[config.mk]
export PLATFORM = sky130hd
export DESIGN_NAME = decoded_frame_pool_manager
export DESIGN_NICKNAME = d
export VERILOG_FILES = /design/src/hw/rtl/dfpm_pkg.sv /design/src/hw/rtl/decoded_frame_pool_manager.sv
export SDC_FILE = /design/constraint.sdc
export NUM_CORES = 2
export LEC_CHECK = 0
export BUFFER_PORTS_ARGS = -buffer_cell sky130_fd_sc_hd__buf_4
export CORE_ASPECT_RATIO = 1.25
export CORE_MARGIN = 3
export CORE_UTILIZATION = 40
export CTS_BUF_LIST = sky130_fd_sc_hd__clkbuf_8 sky130_fd_sc_hd__clkbuf_16
export DETAILED_ROUTE_END_ITERATION = 8
export GPL_TIMING_DRIVEN = 0
export HOLD_SLACK_MARGIN = 0.03
export PLACE_DENSITY_LB_ADDON = 0.3
export SETUP_SLACK_MARGIN = 0.02
export SLEW_MARGIN = 20
export SYNTH_ARGS = -nofsm -noshare
export SYNTH_HDL_FRONTEND = slang
export SYNTH_SLANG_ARGS = --single-unit
[constraint.sdc]
create_clock -name clk -period 13.5 [get_ports clk]
set_input_delay 1.35 -clock clk [delete_from_list [all_inputs] [get_ports clk]]
set_output_delay 1.35 -clock clk [all_outputs]
set_load 0.05 [all_outputs]
[src/hw/rtl/dfpm_pkg.sv]
package dfpm_pkg;

    localparam int MAX_FRAMES = 16;

    localparam logic [2:0] ST_FREE  = 3'd0;
    localparam logic [2:0] ST_ALLOC = 3'd1;
    localparam logic [2:0] ST_STBY  = 3'd2;
    localparam logic [2:0] ST_REF   = 3'd3;
    localparam logic [2:0] ST_DRAWN = 3'd4;

    typedef enum logic [3:0] {
        MODE_ALLOC   = 4'd0,
        MODE_FREE    = 4'd1,
        MODE_STBY    = 4'd2,
        MODE_REF     = 4'd3,
        MODE_ENDREF  = 4'd4,
        MODE_ENDDRAW = 4'd5,
        MODE_KEYS    = 4'd6,
        MODE_LOCK    = 4'd7,
        MODE_HOLD    = 4'd8,
        MODE_TWO     = 4'd9,
        MODE_COUNT   = 4'd10,
        MODE_GOP     = 4'd11,
        MODE_TERM    = 4'd12
    } mode_t;

    typedef enum logic [3:0] {
        S_IDLE  = 4'b0001,
        S_SCAN  = 4'b0010,
        S_READ  = 4'b0100,
        S_DONE  = 4'b1000
    } state_t;

endpackage

[src/hw/rtl/decoded_frame_pool_manager.sv]
// Channel   Direction  Handshake          Payload
// command   in         start & !busy      mode, frame_index, keys, flag_value
// result    out        done (one cycle)   found .. terminated
// config    in         active_frames_we   active_frames_wdata
// A slot write or flag operation passes through the scan and done states before its result;
// allocate, hold, two and count also step through up to min(active_frames, MAX_FRAMES) slots,
// visiting each slot in a scan state and a read state (key memory read, compare).
// The next transfer can be accepted in the cycle after done.
// Reset clears slot status, locks and flags; keys are undefined until written.
// busy is high from acceptance through the done cycle; results cannot stall.
module decoded_frame_pool_manager #(
    parameter int TREF_BITS  = 10
) (
    input  logic        clk,
    input  logic        rst_n,
    input  logic        start,
    output logic        busy,
    output logic        done,
    input  logic        active_frames_we,
    input  logic [4:0]  active_frames_wdata,
    input  logic [3:0]  mode,
    input  logic [3:0]  frame_index,
    input  logic [15:0] gop_number,
    input  logic [15:0] order_key_major,
    input  logic [15:0] order_key_minor,
    input  logic [9:0]  temporal_ref,
    input  logic        flag_value,
    output logic        found,
    output logic [3:0]  first_index,
    output logic        second_found,
    output logic [3:0]  second_index,
    output logic        last_frame,
    output logic [4:0]  ready_count,
    output logic        stream_exhausted,
    output logic        terminated
);
    import dfpm_pkg::*;

    localparam int IW = (MAX_FRAMES > 1) ? $clog2(MAX_FRAMES) : 1;
    localparam int CW = $clog2(MAX_FRAMES + 1);
    localparam int KW = 48 + TREF_BITS;
    localparam logic [TREF_BITS-1:0] TREF_HALF = {1'b1, {(TREF_BITS-1){1'b0}}};

    state_t state_reg, state_next;
    logic [2:0] status_reg [MAX_FRAMES];
    logic [MAX_FRAMES-1:0] lock_reg;
    logic [KW-1:0] key_mem [MAX_FRAMES];
    logic [KW-1:0] rd_key_reg;
    logic [KW-1:0] best1_reg, best2_reg;
    logic [4:0] active_reg;
    logic done_reg, term_reg, gop_reg;
    logic [3:0] mode_reg;
    logic [IW:0] idx_reg;
    logic [IW-1:0] f1_reg, f2_reg;
    logic v1_reg, v2_reg, alloc_hit_reg;
    logic [CW-1:0] n_reg;
    logic found_reg, found2_reg, last_reg, exh_reg;
    logic [3:0] first_reg, second_reg;
    logic [4:0] count_reg;

    logic [CW:0] lim;
    logic slot_ok;
    logic [IW-1:0] cur;
    logic waiting;
    logic accept;

    assign lim = (active_reg > 5'(MAX_FRAMES)) ? (CW+1)'(MAX_FRAMES) : (CW+1)'(active_reg);
    assign slot_ok = 32'(frame_index) < MAX_FRAMES;
    assign cur = idx_reg[IW-1:0];
    assign waiting = (status_reg[cur] == ST_STBY) || (status_reg[cur] == ST_REF);
    assign accept = start && !busy;

    function automatic logic earlier(input logic [KW-1:0] a, input logic [KW-1:0] b);
        logic [TREF_BITS-1:0] ta, tb, dab, dba;
        ta = a[TREF_BITS-1:0];
        tb = b[TREF_BITS-1:0];
        dab = ta - tb;
        dba = tb - ta;
        if (a[KW-1:TREF_BITS] != b[KW-1:TREF_BITS])
            return a[KW-1:TREF_BITS] < b[KW-1:TREF_BITS];
        if (ta > tb && dab > TREF_HALF) return 1'b1;
        if (tb > ta && dba > TREF_HALF) return 1'b0;
        return ta < tb;
    endfunction

    logic e1, e2;
    assign e1 = !v1_reg || earlier(rd_key_reg, best1_reg);
    assign e2 = !v2_reg || earlier(rd_key_reg, best2_reg);

    always_comb
    begin
        state_next = state_reg;
        unique case (state_reg)
            S_IDLE: if (accept) state_next = S_SCAN;
            S_SCAN:
            begin
                if (mode_reg == MODE_ALLOC || mode_reg == MODE_HOLD || mode_reg == MODE_TWO
                    || mode_reg == MODE_COUNT)
                begin
                    if ((CW+1)'(idx_reg) >= lim || alloc_hit_reg) state_next = S_DONE;
                    else state_next = S_READ;
                end
                else state_next = S_DONE;
            end
            S_READ: state_next = S_SCAN;
            S_DONE: state_next = S_IDLE;
            default: state_next = S_IDLE;
        endcase
    end

    always_ff @(posedge clk)
    begin
        if (state_reg == S_IDLE && accept && mode == MODE_KEYS && slot_ok)
            key_mem[frame_index[IW-1:0]] <= {gop_number, order_key_major, order_key_minor,
                                             TREF_BITS'(temporal_ref)};
        rd_key_reg <= key_mem[cur];
    end

    always_ff @(posedge clk or negedge rst_n)
    begin
        if (!rst_n)
        begin
            state_reg <= S_IDLE;
            for (int i = 0; i < MAX_FRAMES; i++) status_reg[i] <= ST_FREE;
            lock_reg <= '0;
            active_reg <= 5'd16;
            term_reg <= 1'b0;
            gop_reg <= 1'b0;
            done_reg <= 1'b0;
            mode_reg <= MODE_TERM;
            idx_reg <= '0;
            v1_reg <= 1'b0;
            v2_reg <= 1'b0;
            alloc_hit_reg <= 1'b0;
            n_reg <= '0;
            f1_reg <= '0;
            f2_reg <= '0;
            best1_reg <= '0;
            best2_reg <= '0;
            found_reg <= 1'b0;
            found2_reg <= 1'b0;
            first_reg <= '0;
            second_reg <= '0;
            last_reg <= 1'b0;
            count_reg <= '0;
            exh_reg <= 1'b0;
        end
        else
        begin
            state_reg <= state_next;
            done_reg <= 1'b0;
            if (active_frames_we) active_reg <= active_frames_wdata;
            unique case (state_reg)
                S_IDLE:
                begin
                    if (accept)
                    begin
                        mode_reg <= mode;
                        idx_reg <= '0;
                        v1_reg <= 1'b0;
                        v2_reg <= 1'b0;
                        alloc_hit_reg <= 1'b0;
                        n_reg <= '0;
                        f1_reg <= '0;
                        f2_reg <= '0;
                        if (slot_ok)
                        begin
                            case (mode)
                                MODE_FREE: status_reg[frame_index[IW-1:0]] <= ST_FREE;
                                MODE_STBY: status_reg[frame_index[IW-1:0]] <= ST_STBY;
                                MODE_REF:  status_reg[frame_index[IW-1:0]] <= ST_REF;
                                MODE_ENDREF:
                                    status_reg[frame_index[IW-1:0]] <=
                                        (status_reg[frame_index[IW-1:0]] == ST_REF)
                                        ? ST_STBY : ST_FREE;
                                MODE_ENDDRAW:
                                    status_reg[frame_index[IW-1:0]] <=
                                        (status_reg[frame_index[IW-1:0]] == ST_REF)
                                        ? ST_DRAWN : ST_FREE;
                                MODE_LOCK: lock_reg[frame_index[IW-1:0]] <= flag_value;
                                default: ;
                            endcase
                        end
                        if (mode == MODE_GOP) gop_reg <= flag_value;
                        if (mode == MODE_TERM) term_reg <= 1'b1;
                    end
                end
                S_SCAN:
                begin
                    if (mode_reg == MODE_ALLOC && (CW+1)'(idx_reg) < lim && !alloc_hit_reg)
                    begin
                        if (status_reg[cur] == ST_FREE && !lock_reg[cur])
                        begin
                            status_reg[cur] <= ST_ALLOC;
                            alloc_hit_reg <= 1'b1;
                            f1_reg <= cur;
                        end
                        else idx_reg <= idx_reg + 1'b1;
                    end
                end
                S_READ:
                begin
                    if (mode_reg != MODE_ALLOC)
                    begin
                        if (waiting)
                        begin
                            n_reg <= n_reg + 1'b1;
                            if (e1)
                            begin
                                f2_reg <= f1_reg;
                                v2_reg <= v1_reg;
                                best2_reg <= best1_reg;
                                f1_reg <= cur;
                                v1_reg <= 1'b1;
                                best1_reg <= rd_key_reg;
                            end
                            else if (e2)
                            begin
                                f2_reg <= cur;
                                v2_reg <= 1'b1;
                                best2_reg <= rd_key_reg;
                            end
                        end
                        idx_reg <= idx_reg + 1'b1;
                    end
                end
                S_DONE:
                begin
                    done_reg <= 1'b1;
                    found_reg <= 1'b0;
                    found2_reg <= 1'b0;
                    first_reg <= '0;
                    second_reg <= '0;
                    last_reg <= 1'b0;
                    count_reg <= '0;
                    exh_reg <= 1'b0;
                    case (mode_reg)
                        MODE_ALLOC:
                        begin
                            found_reg <= alloc_hit_reg;
                            first_reg <= alloc_hit_reg ? 4'(f1_reg) : 4'd0;
                        end
                        MODE_HOLD:
                        begin
                            if (v1_reg && !(n_reg == CW'(1) && !term_reg && !gop_reg))
                            begin
                                found_reg <= 1'b1;
                                first_reg <= 4'(f1_reg);
                            end
                            last_reg <= (n_reg == CW'(1)) && term_reg;
                        end
                        MODE_TWO:
                        begin
                            if (term_reg ? (n_reg != '0) : (n_reg > CW'(1)))
                            begin
                                found_reg <= v1_reg;
                                first_reg <= v1_reg ? 4'(f1_reg) : 4'd0;
                                if (term_reg ? (n_reg > CW'(1)) : (n_reg > CW'(2)))
                                begin
                                    found2_reg <= v2_reg;
                                    second_reg <= v2_reg ? 4'(f2_reg) : 4'd0;
                                end
                            end
                        end
                        MODE_COUNT:
                        begin
                            count_reg <= 5'(n_reg);
                            exh_reg <= term_reg && (n_reg == '0);
                        end
                        default: ;
                    endcase
                end
                default: ;
            endcase
        end
    end

    assign busy = (state_reg != S_IDLE) || done_reg;
    assign done = done_reg;
    assign found = found_reg;
    assign first_index = first_reg;
    assign second_found = found2_reg;
    assign second_index = second_reg;
    assign last_frame = last_reg;
    assign ready_count = count_reg;
    assign stream_exhausted = exh_reg;
    assign terminated = term_reg;

`ifndef NO_ASSERTIONS
    a_done_busy: assert property (@(posedge clk) disable iff (!rst_n) done |-> busy)
        else $error("done without busy");
    a_done_pulse: assert property (@(posedge clk) disable iff (!rst_n) done |=> !done)
        else $error("done longer than one cycle");
    a_exh_count: assert property (@(posedge clk) disable iff (!rst_n)
        stream_exhausted |-> (ready_count == 5'd0 && terminated))
        else $error("exhausted with frames");
    a_second_first: assert property (@(posedge clk) disable iff (!rst_n)
        second_found |-> (found && second_index != first_index))
        else $error("second without distinct first");
`endif

endmodule

* Yosys cells after proc, flatten, opt, wreduce, memory -nomap -nowiden
Memory sizes are Yosys's and may differ from the RTL's. A register that Yosys moved wholly into a read port is not among the register bits. Cells that the tools add are included.
Storage, ports and cells: register bits 234, memories kept 1, bits of input ports 76, memory bits (writable) 928
Memories:
- key_mem | words 16, width 58, rd ports 1, clocked after Yosys merged registers in 1, write ports 1, RTL line decoded_frame_pool_manager.sv:47 | logic [KW-1:0] key_mem [MAX_FRAMES];
Operators by class: reductions and logical operators 56, mux-type cells 111, add/sub/neg operators 6, bitwise logic cells 13, order comparisons 24, eq/ne operators 32
Operators with widths (count):
- $pmux 48 s5 | 1
- $mux 48 | 3
- $mux 58 | 2
- $bwmux 48 | 2
- $lt 48x48->1 | 2
- $ne 48x48->1 | 2
- $pmux 48 s2 | 1
- $mux 4 | 21
- $and 32x32->32 | 2
- $not 32->32 | 2
- $and 48x48->48 | 1
- $mux 1 | 48
- $not 48->48 | 1
- $gt 10x10->1 | 4
- $gt 10x10->1 const B | 4
- $mux 5 | 8
- $sub 10x10->10 | 4
- $pmux 4 s3 | 3
- $or 16x16->16 | 2
- $or 32x32->32 | 1
- $bmux 3 s4 | 2
- $demux 3 s4 | 2
- $eq 4x4->1 const B | 6
- $mux 3 | 7
- 47 further kinds | 111

* Longest topological paths before layout
depth after elaboration 16, depth in mapped cells 18

* Worst setup path before layout
Ideal clock, no wire load.
kind reg2reg, start point register state_reg[0], end point memory key_mem[15][0] in the netlist's numbering, enable pin, arrival 4.978 ns, library setup time 0.474 ns, path slack 8.047 ns, data required time 13.026 ns, stages on the path, launching flop included 9, clock period less this slack 5.453 ns, cell sequence dfstp_2 nor4b_1 nor2b_1 and2_0 nand2_1 or3_1 clkbuf_1 clkbuf_1 nor2_1
Between the ends: word-level cells in the longest chain between the ends 8, elaborated cells on any way between the ends 9
RTL lines:
- start: declaration | RTL line decoded_frame_pool_manager.sv:44 | state_t state_reg, state_next;
- start signal: assignment | RTL line decoded_frame_pool_manager.sv:150 | state_reg <= state_next;
- $ne 4x1->1 | RTL line decoded_frame_pool_manager.sv:278 | assign busy = (state_reg != S_IDLE) || done_reg;
- $logic_or 1x1->1 | RTL line decoded_frame_pool_manager.sv:278
- $logic_not 1->1 | RTL line decoded_frame_pool_manager.sv:71 | assign accept = start && !busy;
- $logic_and 1x1->1 | RTL line decoded_frame_pool_manager.sv:71
- $logic_and 1x1->1 * (2 in a row) | RTL line decoded_frame_pool_manager.sv:113 | if (state_reg == S_IDLE && accept && mode == MODE_KEYS && slot_ok)
- $mux 1 * | RTL line decoded_frame_pool_manager.sv:113
- $mux 1 (not written as such) * | RTL line decoded_frame_pool_manager.sv:114 | key_mem[frame_index[IW-1:0]] <= {gop_number, order_key_major, order_key_minor,
- end: declaration | RTL line decoded_frame_pool_manager.sv:47
Every way passes the cells marked *; elsewhere a longest branch is shown, timed or not.

* Final worst setup path
start point register idx_reg[0], end point register status_reg[33] in the netlist's numbering
Between the ends: word-level cells in the longest chain between the ends 9, elaborated cells on any way between the ends 24
RTL lines:
- start: declaration | RTL line decoded_frame_pool_manager.sv:53 | logic [IW:0] idx_reg;
- start signal: assignment | RTL line decoded_frame_pool_manager.sv:198 | else idx_reg <= idx_reg + 1'b1;
- start signal: assignment | RTL line decoded_frame_pool_manager.sv:224 | idx_reg <= idx_reg + 1'b1;
- $not 4->5 (not written as such) | RTL line decoded_frame_pool_manager.sv:192, decoded_frame_pool_manager.sv:194
- $ge 5x5->1 (not written as such) / $lt 5x1->1 (equally long branches) | RTL line decoded_frame_pool_manager.sv:194 | status_reg[cur] <= ST_ALLOC;
- $logic_and 1x1->1 (not written as such) | RTL line decoded_frame_pool_manager.sv:194
- $mux 3 (not written as such) | RTL line decoded_frame_pool_manager.sv:194
- $demux 3 s4 | RTL line decoded_frame_pool_manager.sv:194
- $or 16x16->16 (no line)
- $mux 48 | RTL line decoded_frame_pool_manager.sv:192 | if (status_reg[cur] == ST_FREE && !lock_reg[cur])
- $mux 48 | RTL line decoded_frame_pool_manager.sv:190 | if (mode_reg == MODE_ALLOC && (CW+1)'(idx_reg) < lim && !alloc_hit_reg)
- $pmux 48 s2 | RTL line decoded_frame_pool_manager.sv:153 | unique case (state_reg)
- end signal: indexed assignment | RTL line decoded_frame_pool_manager.sv:173 | status_reg[frame_index[IW-1:0]] <=
- end signal: indexed assignment | RTL line decoded_frame_pool_manager.sv:177 | status_reg[frame_index[IW-1:0]] <=
- end: declaration | RTL line decoded_frame_pool_manager.sv:45 | logic [2:0] status_reg [MAX_FRAMES];
Parallel ways exist; a longest one is shown, timed or not. The select of a mux whose other input is x is not followed. A chain may end at the register's enable or synchronous reset.

==> results.md <==
- Final worst-path cycle share: 40.14%
- Io pins: 96
- Post-route DRC violation count: 0
- Final setup violation count: 0
- Area leader, netlist: edfxtp_1
- Port-buffer cells: 92
- Yosys top cell area share: 54.54%
- Setup_tns: 0 ns
- Clk Latency, worst-skew pair: 0.73 ns
- Worst Setup End Kind: register
- R2R cell count: 18
- Synth Area in Compound Gates: 5.037%
- Post-route ant nets: 0
- Area post-placement: 55570 um2
- Max Slew Vio Count: 0
- CTS root buffer: clkbuf_16
- Tmin final: 5.419 ns
- Hold Crit Class: reg2reg
- Yosys reg bits: 1220
- FF-to-FF Start: idx_reg[0]
- Headroom to the max-slew limit: 26.07%
- Setup crit start kind: register
- Layout cell share with drive strength beyond 1: 23.83%
- Max cap viols: 0
- Reg2Reg Setup Slack: 8.08 ns
- Main area contributors after synthesis: edfxtp_1 (55%), mux4_2 (13%), dfrtp_1 (11%), ha_1 (3.7%), dfxtp_1 (2.3%)
- Netlist cell types: 78
- CP max FO: 10
- Setup bufs post-CTS: 0
- Largest register FFs: 928
- CP Class: reg2reg
- Net count after synthesis: 3195
- Per-cell routed wire length: 25.17 um
- Xor/xnor share of the synthesized area: 0.4457%
- WL met1: 50890 um
- Maximum clock path buffer count: 3
- CTS buffer count: 115
- Peak VDD IR: 0.0001418 V
- FF-to-FF End: status_reg[33]
- Detailed router's first-iteration violation count: 2412
- Global route overflow: 0
- CTS tree: done
- Most used DFF post-synth: edfxtp_1
- Cell area after synthesis: 51100 um2
- Final hold vios: 0
- Clk sink count: 1220
- WP data required: 14.11 ns
- Post-Place Setup Slack: 7.981 ns
- Highest metal used: met5
- Row count: 146
- Vias per inst: 5.516
- # hold bufs at CTS: 0
- P&R area growth vs syn: 16.17%
- Total GRT Usage: 19.35%
- HP Start: mode_reg[2]
- Placed cell count: 4825
- Synth Area in Simple Gates: 3.818%
- Sequential share of the synthesized area: 68.28%
- Drt first pass iters: 7
- Vias: 27830
- Starting density of the core: 40.30%
- Crit path DAT: 6.03 ns
- RSZ-0062 raised after global routing: no
- Post-Synth Adder-Cell Area: 3.776%
- Hold path depth: 2
- Post-synth EDFFs: 928
- Post-synthesis mux area share: 16.35%
- Highest Clock Rate: 184.5 MHz
- Yosys warns: 0
- First-pass GRT wire length: 190000 um
- GPL Wtd Cong: 0.8970
- Routed wire length on met3: 7072 um
- Status: finished, final reports clean
- Worst Hold End: mode_reg[2]
- DP HPWL: 85860 um
- Final Skew: 0.03308 ns
- Leakage: 20.30 nW
- Die Wd: 325.7 um
- CTS resizes: 0
- Vias in the first global route: 28240
- Fin nets: 3470
- Final cell count without fillers: 5045
- Main combinational cell family by area after synthesis: multiplexers
- Final instance area: 59360 um2
- Least-Margin Pin Slew: 1.109 ns
- Cells after Synth: 2966
- Largest net degree at the start of global routing: 81
- PnR worst setup slack: 8.081 ns
- H-Tree Depth: 3
- Initial antenna violation count: 8
- Pwr/cell area: 162.2 nW/um2
- FFs w/ async S/R, synth: 19.18%
- Die area: 132100 um2
- Clock transition at the registers of the reported paths: 0.06 ns
- CORE AREA: 126800 um2
- Routed WL: 127000 um
- Syn Area/Cell: 17.23 um2
- Die H: 405.6 um
- Routed wl met2: 65640 um
## metrics by stage
stage / util [%] / power (mW) / hold WS (ns)
4_1_cts: 46.78 / 9.707 / 0.4821
2_1_floorplan: - / 5.879 / 0.4538
5_1_grt: 46.82 / 10.07 / 0.5091
3_3_place_gp: 42.53 / 6.481 / 0.4571
3_5_place_dp: 43.83 / 6.508 / 0.4687
6_report: 46.82 / 9.625 / 0.4813
## worst max-delay path: stages, from the launching register on
cell	delay [ns]
dfrtp_1	0.38
buf_2	0.26
buf_6	0.21
buf_2	0.25
clkbuf_2	0.52
buf_2	0.55
buf_2	0.56
inv_1	0.30
ha_1	0.27
nor2b_1	0.12
o21a_1	0.11
o21a_1	0.09
o21ai_0	0.14
nand4_1	0.21
a211oi_2	0.10
o21ai_2	0.27
clkbuf_1	0.47
nor2_1	0.19
o22a_1	0.24
## synth_stat cells, drive strengths merged (8+ instances only)
cell type and n:
o21a 9, nand3 28, clkbuf 98, nand2b 8, nand4 32, nor3 25
nor2 175, ha 151, buf 40, o211ai 9, mux4 305, nor4 10
a31oi 14, mux2 74, o22a 15, o22ai 18, a22o 16, a21o 21
xnor2 13, nand2 96, o21ai 97, a211oi 23, dfxtp 58, xor2 13
dfrtp 230, mux2i 65, inv 163, a21oi 110, nor2b 22, edfxtp 928
## layout by cell type (no fill, tap or decap), types with 32 or more instances in the layout
cell       netlist  layout
a21oi_1        110     110
buf_12           0      37
buf_4            0      91
clkbuf_1        97      79
clkbuf_16        0     117
dfrtp_1        230     230
dfxtp_1         58      58
edfxtp_1       928     928
ha_1           151     151
inv_1          161     184
mux2_2          74      74
mux2i_1         65      65
mux4_2         305     305
nand2_1         96      96
nand4_1         32      32
nor2_1         174     158
o21ai_0         94      94
## layer usage
metal  vias to the layer above  global-route usage, %
li1                      12240                      -
met1                     14560                  24.73
met3                       176                  3.100
met4                         8                  5.874
met2                       839                  33.99
met5                         -                      0
## logic make-up after synthesis
group | Yosys count
adder cells (fa/ha/maj) | 153
multiplexers | 444
buffers and inverters | 301
AO/OA/AOI/OAI | 398
XOR/XNOR | 26
AND/OR/NAND/NOR | 424
flip-flops | 1220
## where the power goes
| part | internal [mW] | switching [mW] | total (mW) |
|---|---|---|---|
| registers | 4.23 | 0.158 | 4.38 |
| clock network | 1.80 | 1.41 | 3.21 |
| logic | 0.950 | 1.08 | 2.03 |
## layout make-up
cell class              instances  area [um2]
plain buffers                 138       596.8
diodes                          3       7.507
clock buffers                 127        3065
clock inverters                89       671.9
repair buffers                158        2225
well taps                    1702        2130
inverters                     163       611.8
flip-flops and latches       1220       34890
fillers                     10740       67420
multi-input cells            1445       15160
## how the worst max path moves through the flow
| stage | startpoint | end | cells past startpoint |
|---|---|---|---|
| 5_1_grt | idx_reg[0] | status_reg[33] | 18 |
| 3_3_place_gp | state_reg[0] | key_mem[3][38] | 8 |
| 3_5_place_dp | state_reg[0] | key_mem[7][51] | 12 |
| 6_report | idx_reg[0] | status_reg[33] | 18 |
| 4_1_cts | state_reg[0] | key_mem[7][54] | 12 |
| 2_1_floorplan | state_reg[0] | key_mem[15][0] | 8 |
(Power assumes the default switching activity.)
